`config.mk`:
```
export PLATFORM = sky130hd
export DESIGN_NAME = ngprsd_axis
export DESIGN_NICKNAME = d
export VERILOG_FILES = /design/src/hw/rtl/ngprsd_pkg.sv /design/src/hw/rtl/ngprsd_axis.sv
export SDC_FILE = /design/constraint.sdc
export NUM_CORES = 2
export LEC_CHECK = 0
export BUFFER_PORTS_ARGS = -buffer_cell sky130_fd_sc_hd__buf_2
export CELL_PAD_IN_SITES_DETAIL_PLACEMENT = 0
export CELL_PAD_IN_SITES_GLOBAL_PLACEMENT = 1
export CORE_MARGIN = 8
export CORE_UTILIZATION = 35
export DETAILED_ROUTE_END_ITERATION = 8
export MAX_ROUTING_LAYER = met4
export PLACE_DENSITY = 0.61
export SETUP_SLACK_MARGIN = 0.05
export SLEW_MARGIN = 20
export SYNTH_ARGS = -nofsm -noshare
export SYNTH_HDL_FRONTEND = slang
export SYNTH_SLANG_ARGS = --single-unit
```
`constraint.sdc`:
```
create_clock -name clk -period 23.5 [get_ports clk]
set_input_delay 3.525 -clock clk [delete_from_list [all_inputs] [get_ports clk]]
set_output_delay 3.525 -clock clk [all_outputs]
set_load 0.01 [all_outputs]
```
`src/hw/rtl/ngprsd_pkg.sv`:
```
// Package with payload types, register indexes and constants for the NGP deposit block.
`default_nettype none
package ngprsd_pkg;
  localparam int unsigned MeshXDefault = 64;
  localparam int unsigned MeshYDefault = 64;
  localparam int unsigned MeshZDefault = 64;
  localparam int unsigned AddrW = 18;
  localparam int unsigned CountW = 32;

  localparam logic [2:0] RegLosX = 3'd0;
  localparam logic [2:0] RegLosY = 3'd1;
  localparam logic [2:0] RegLosZ = 3'd2;
  localparam logic [2:0] RegVelScale = 3'd3;
  localparam logic [2:0] RegBoxX = 3'd4;
  localparam logic [2:0] RegBoxY = 3'd5;
  localparam logic [2:0] RegBoxZ = 3'd6;
  localparam logic [2:0] RegInvCell = 3'd7;

  localparam logic [1:0] StatusOk = 2'd0;
  localparam logic [1:0] StatusOutside = 2'd1;
  localparam logic [1:0] StatusSaturated = 2'd2;

  localparam logic CmdDeposit = 1'b0;
  localparam logic CmdRead = 1'b1;

  typedef struct packed {
    logic               cmd;
    logic [31:0]        pos_x;
    logic [31:0]        pos_y;
    logic [31:0]        pos_z;
    logic signed [31:0] vel_x;
    logic signed [31:0] vel_y;
    logic signed [31:0] vel_z;
    logic [17:0]        read_cell;
  } in_item_t;

  typedef struct packed {
    logic [17:0] cell_addr;
    logic [31:0] cell_count;
    logic [1:0]  status;
  } out_item_t;

  // Request from the geometry pipeline to the count memory.
  typedef struct packed {
    logic              rd;
    logic              upd;
    logic [AddrW-1:0]  addr;
  } mem_req_t;
endpackage
`default_nettype wire

```
`src/hw/rtl/ngprsd_axis.sv`:
```
// One axis: displaced position, wrap, cell index, mesh reduction, over two register stages.
`default_nettype none
module ngprsd_axis #(
  parameter int unsigned MESH = ngprsd_pkg::MeshXDefault
) (
  input  wire               clk,
  input  wire               en,
  input  wire [31:0]        pos,
  input  wire signed [43:0] disp,
  input  wire [31:0]        box,
  input  wire [31:0]        inv_cell,
  output logic              ok,
  output logic [9:0]        cell_idx
);
  logic signed [44:0] p0;
  logic signed [44:0] p1;
  logic signed [44:0] pw;
  logic [42:0]        up;
  logic               neg;
  logic [54:0]        hi;
  logic [51:0]        lo;
  logic [55:0]        sum;
  logic [35:0]        idx;
  logic [35:0]        idx_r;
  logic               pos_ok;

  always_comb begin
    p0 = $signed({13'd0, pos}) + 45'(disp);
    p1 = p0 + $signed({13'd0, box});
    pw = (p0 < 0) ? p1 : p0;
  end

  always_ff @(posedge clk) begin
    if (en) begin
      neg <= pw < 0;
      up  <= pw[42:0];
    end
  end

  always_comb begin
    hi  = 55'(up[42:20]) * 55'(inv_cell);
    lo  = 52'(up[19:0]) * 52'(inv_cell);
    sum = 56'(hi) + 56'(lo[51:20]);
    idx = sum[55:20];
  end

  always_ff @(posedge clk) begin
    if (en) begin
      idx_r  <= idx;
      pos_ok <= ~neg;
    end
  end

  // The index is reduced once; anything still past the mesh is outside the grid.
  logic [35:0] red;
  always_comb begin
    red      = (idx_r >= 36'(MESH)) ? idx_r - 36'(MESH) : idx_r;
    ok       = pos_ok && (red < 36'(MESH));
    cell_idx = red[9:0];
  end
endmodule
`default_nettype wire
```
After elaboration in Yosys (flattened, before gate mapping)
Index checks and enable logic that the tools add are counted.
{"block": "totals", "ff_bits": 81, "wordCells": 18}
{"block": "op_classes", "addsub": 4, "mul": 2, "n_lt_le_gt_ge": 4, "n_mux": 2, "bitwise_logic": 1, "reduce_logical": 1}
{"op": "< comparator 45 x 1 -> 1 bit, second input constant", "count": 2}
{"op": "adder 55 x 32 -> 56 bit", "count": 1}
{"op": "multiplier 23 x 32 -> 55 bit", "count": 1}
{"op": "multiplier 20 x 32 -> 52 bit", "count": 1}
{"op": "adder 33 x 44 -> 45 bit", "count": 1}
{"op": "adder 45 x 33 -> 45 bit", "count": 1}
{"op": "two-way mux 45 bit", "count": 1}
{"op": ">= comparator 36 x 7 -> 1 bit, second input constant", "count": 1}
{"op": "< comparator 36 x 7 -> 1 bit, second input constant", "count": 1}
{"op": "two-way mux 36 bit", "count": 1}
{"op": "subtractor 36 x 7 -> 36 bit, second input constant", "count": 1}
{"op": "logical AND 1 bit", "count": 1}
{"op": "NOT 1 bit", "count": 1}

Longest topological paths before layout
{"block": "depth", "depth_word": 4, "ltp_mapped": 55, "depth_no_buf": 53}

Worst setup path after synthesis
No wires, ideal clock.
{"block": "synth_timing", "kind": "in2reg", "startpoint": "in inv_cell[23]", "endpoint": "reg idx_r[32], data pin", "t_arrival_ps": 15751, "t_required_ps": 23238, "path_slack_ps": 7487, "cell_stages": 52, "path_buffers": 3, "cell_sequence": "clkbuf_1 > clkbuf_1 > nand2_1 > fa_1 > inv_1 > fa_1 > inv_1 > fa_1 > inv_1 > fa_1 > fa_1 > fa_1 > inv_1 > fa_1 > inv_1 > ha_1 > a21o_1 > a21o_1 > [... 16 more ...] > fa_1 > inv_1 > fa_1 > inv_1 > fa_1 > inv_1 > ha_1 > clkbuf_1 > a21oi_1 > nor2b_1 > o21ai_0 > and3b_1 > a22oi_1 > nand2_1 > o221a_2 > and2_1 > o21ai_1 > xor2_1"}
{"block": "synth_via", "elab_chain_cells": 2, "elab_cells_between_ends": 3}
{"element": "from (decl)", "line": "ngprsd_axis.sv:11", "text": "input wire [31:0] inv_cell,"}
{"element": "multiplier 23 x 32 -> 55 bit or multiplier 20 x 32 -> 52 bit (tied branches)", "line": "ngprsd_axis.sv:41, ngprsd_axis.sv:42"}
{"element": "adder 55 x 32 -> 56 bit (*)", "line": "ngprsd_axis.sv:43", "text": "sum = 56'(hi) + 56'(lo[51:20]);"}
{"element": "via sum[52]", "line": "ngprsd_axis.sv:22", "text": "logic [55:0] sum;"}
{"element": "to (signal assigned)", "line": "ngprsd_axis.sv:49", "text": "idx_r <= idx;"}
{"element": "to (decl)", "line": "ngprsd_axis.sv:24", "text": "logic [35:0] idx_r;"}
Mark *: on every way through the listed nets, which the timed path passes. The rest lies on a longest branch.
A chain may end at the register's enable or synchronous reset.

Worst setup path after layout
{"block": "layout_timing", "startpoint": "in inv_cell[10]", "endpoint": "reg idx_r[28], data pin"}
The elaborated chain is that of the path after synthesis.

==> impl_metrics.ini <==
[outcome]
status = finished, final reports clean

[clock_network]
numCtsBuffers = 9
clock_sinks = 81
cts_max_level = 3
cts_resized = 0
cts_tree = built
clk_pin_slew_worst_paths_ps = 70
hold_buffers = 0
cts_root_buf = clkbuf_16
post_cts_buffers = 0
insertion_delay_ps = 380
clockBufferDepth = 2

[timing]
maxSlewHeadroom = 0.287
timing.setup.tns_ps = 0
setup_violations = 0
rsz0062_at_grt = no
slew_viol_final = 0
finClkSkew_ps = 14.5
period_share = 0.747
hold_viol = 0
finalCriticalPeriod_ps = 17550
fmax_ghz = 0.0570
worst_pin_slew_ps = 1060

[setup_path]
r2r-start = up[2]
worstSetupStartpoint = inv_cell[10]
cp.buffers_inverters = 11
crit_fanout = 43
slowest_stage = nor4_1
reg2reg_depth = 46
worstSetupPathDepth = 47
required_ps = 23620
cp_slowest_stage_delay_ps = 760
worst-setup-path-type = in -> reg
cp.arrival_ps = 17670
critPathTopFamily = adder cells
crit_path_frequent_cell = fa_1
cp-start-kind = input port
cp-end-kind = register

[run]
drv_cap = 0

[cells_and_area]
drive_gt1_frac = 0.0490
fin_nets = 7416
syn_to_final_growth_pct = 5.66

[routing]
vias_per_cell = 4.95
drt-initial-drc-count = 1955
ant_nets = 0
vias = 37600
wirelength_um = 153000
drc = 0
dr.pass1.iters = 5
post_drt_wl_per_cell_um = 20.2

[yosys]
syn_area_per_cell_um2 = 8.76
synthFlopType = edfxtp_1
ys_warn_count = 0
synth-edff-count = 81
yosysSeqAreaShare = 0.0483
synth_cell_types = 84
syn_area_mm2 = 0.0503
syn_inst = 5744
ys_ff_latch = 81
synth_fp_nets = 7490
ys_async_sr_fraction = 0

[global_route]
antenna_found_initial = 22
grt_start_max_net_pins = 63
grt_overflow = 0
grt_pass1_wl_um = 241000
grt_pass1_vias = 40300
grt_usage = 0.203

[die]
die_h_um = 395
io_pins = 153
die_x_um = 395
rows = 139
dieArea_mm2 = 0.156
start_util = 0.352
core_mm2 = 0.143

[placed_design]
gp_congestion = 0.850
hpwl_um = 116000
io_buffers = 152

[worst_hold_path]
hp-start = neg
holdPathStages = 1
hold_path.class = reg -> reg
==> layout by cell type (no fill, tap or decap), types with 10 or more instances in the layout <==
master and n:
nand3_1 35, edfxtp_1 81, nand2_1 1101, o21a_1 17
ha_1 408, o21ai_1 18, o21ai_0 100, nand2b_1 22
buf_4 78, and2_1 409, fa_1 1196, nor4_1 10
diode_2 13, and3_1 19, a21oi_1 142, nor2b_1 25
xnor2_1 86, nor3_1 15, inv_1 1324, buf_2 151
nor2_1 88, a211oi_1 11, a21o_1 91, xor2_1 64
o21bai_1 12, a31oi_1 13, nand4_1 29
==> cell families after synthesis <==
family	synth area share
buffers and inverters	0.123
DFF	0.0483
AOI/OAI and AO/OA	0.0599
xor gates and xnor gates	0.0261
and+or+nand+nor	0.164
muxes	0.00149
adders and majority gates	0.577
==> cells in the mapped netlist, drive strengths merged, types with 3 or more instances <==
cell type | instances | area share
a221o | 5 | 0.0010
a22oi | 4 | 0.00060
and2 | 409 | 0.051
o2111ai | 5 | 0.00087
nand2 | 1103 | 0.082
a31oi | 14 | 0.0019
a211oi | 11 | 0.0016
o21ai | 119 | 0.012
nand2b | 22 | 0.0027
and4b | 3 | 0.00060
nor4 | 11 | 0.0015
edfxtp | 81 | 0.048
ha | 408 | 0.10
o21bai | 12 | 0.0018
a21oi | 144 | 0.014
nor4b | 3 | 0.00052
a221oi | 7 | 0.0013
o31ai | 3 | 0.00072
nand4 | 29 | 0.0036
o211ai | 10 | 0.0016
and3 | 19 | 0.0024
or3 | 5 | 0.00062
nor2b | 25 | 0.0031
mux2i | 3 | 0.00060
nand3 | 35 | 0.0035
a21o | 91 | 0.014
a2111oi | 3 | 0.00090
xnor2 | 86 | 0.015
mux2 | 4 | 0.00089
clkbuf | 289 | 0.022
a22o | 3 | 0.00052
fa | 1196 | 0.48
nor3 | 16 | 0.0017
o21a | 17 | 0.0025
inv | 1325 | 0.099
nor2 | 89 | 0.0067
a41oi | 4 | 0.00085
or2 | 5 | 0.00062
and4 | 8 | 0.0014
buf | 25 | 0.0024
xor2 | 64 | 0.011
==> metrics by stage <==
stage	utilization	cell area (um^2)	cells	worst slack, ps	hold slack (ps)
2_1_floorplan	-	50300	5744	7490	487
3_3_place_gp	0.369	52800	7562	5800	707
3_5_place_dp	0.369	52800	7562	5780	699
4_1_cts	0.371	53100	7578	6170	708
5_1_grt	0.371	53200	7590	5470	702
6_report	0.371	53200	7591	5950	676
==> layer usage <==
metal	vias up	part of all wire	track usage
met5	-	0	-
met4	0	0.021	0.0371
met3	140	0.042	0.0161
met2	872	0.48	0.332
met1	19800	0.46	0.279
li1	16800	-	-
==> registers in the layout, summed over array words and instances (netlist names) <==
register,flops
up,43
idx_r,36
neg,1
pos_ok,1
==> path summary, 6_finish.rpt <==
| kind | end | slack, ps |
|---|---|---|
| setup reg to reg | idx_r[28] | 8980 |
| hold reg to reg | pos_ok | 680 |
| hold / removal | pos_ok | 680 |
| setup / recovery | idx_r[28] | 5950 |
==> worst register-to-register path: cells and delay by family (launching register included) <==
kind | cells | cell delay (ps)
AOI/OAI and AO/OA | 8 | 2220
and+or+nand+nor | 10 | 2680
xor gates and xnor gates | 2 | 520
DFF | 1 | 350
adders and majority gates | 16 | 7580
buffers and inverters | 10 | 920
==> area by class of cell <==
cell class / instances / area, um^2
clock buffers: 9 / 225
clock inverters: 7 / 70.1
multi-input cells: 4024 / 41700
diodes: 13 / 32.5
inverters: 1325 / 4970
well taps: 1903 / 2380
fillers: 14900 / 90000
flip-flops and latches: 81 / 2430
repair buffers: 229 / 1340
Power is not shown: default switching activity piles up to over one toggle a cycle in this logic, so the estimate is an artifact.
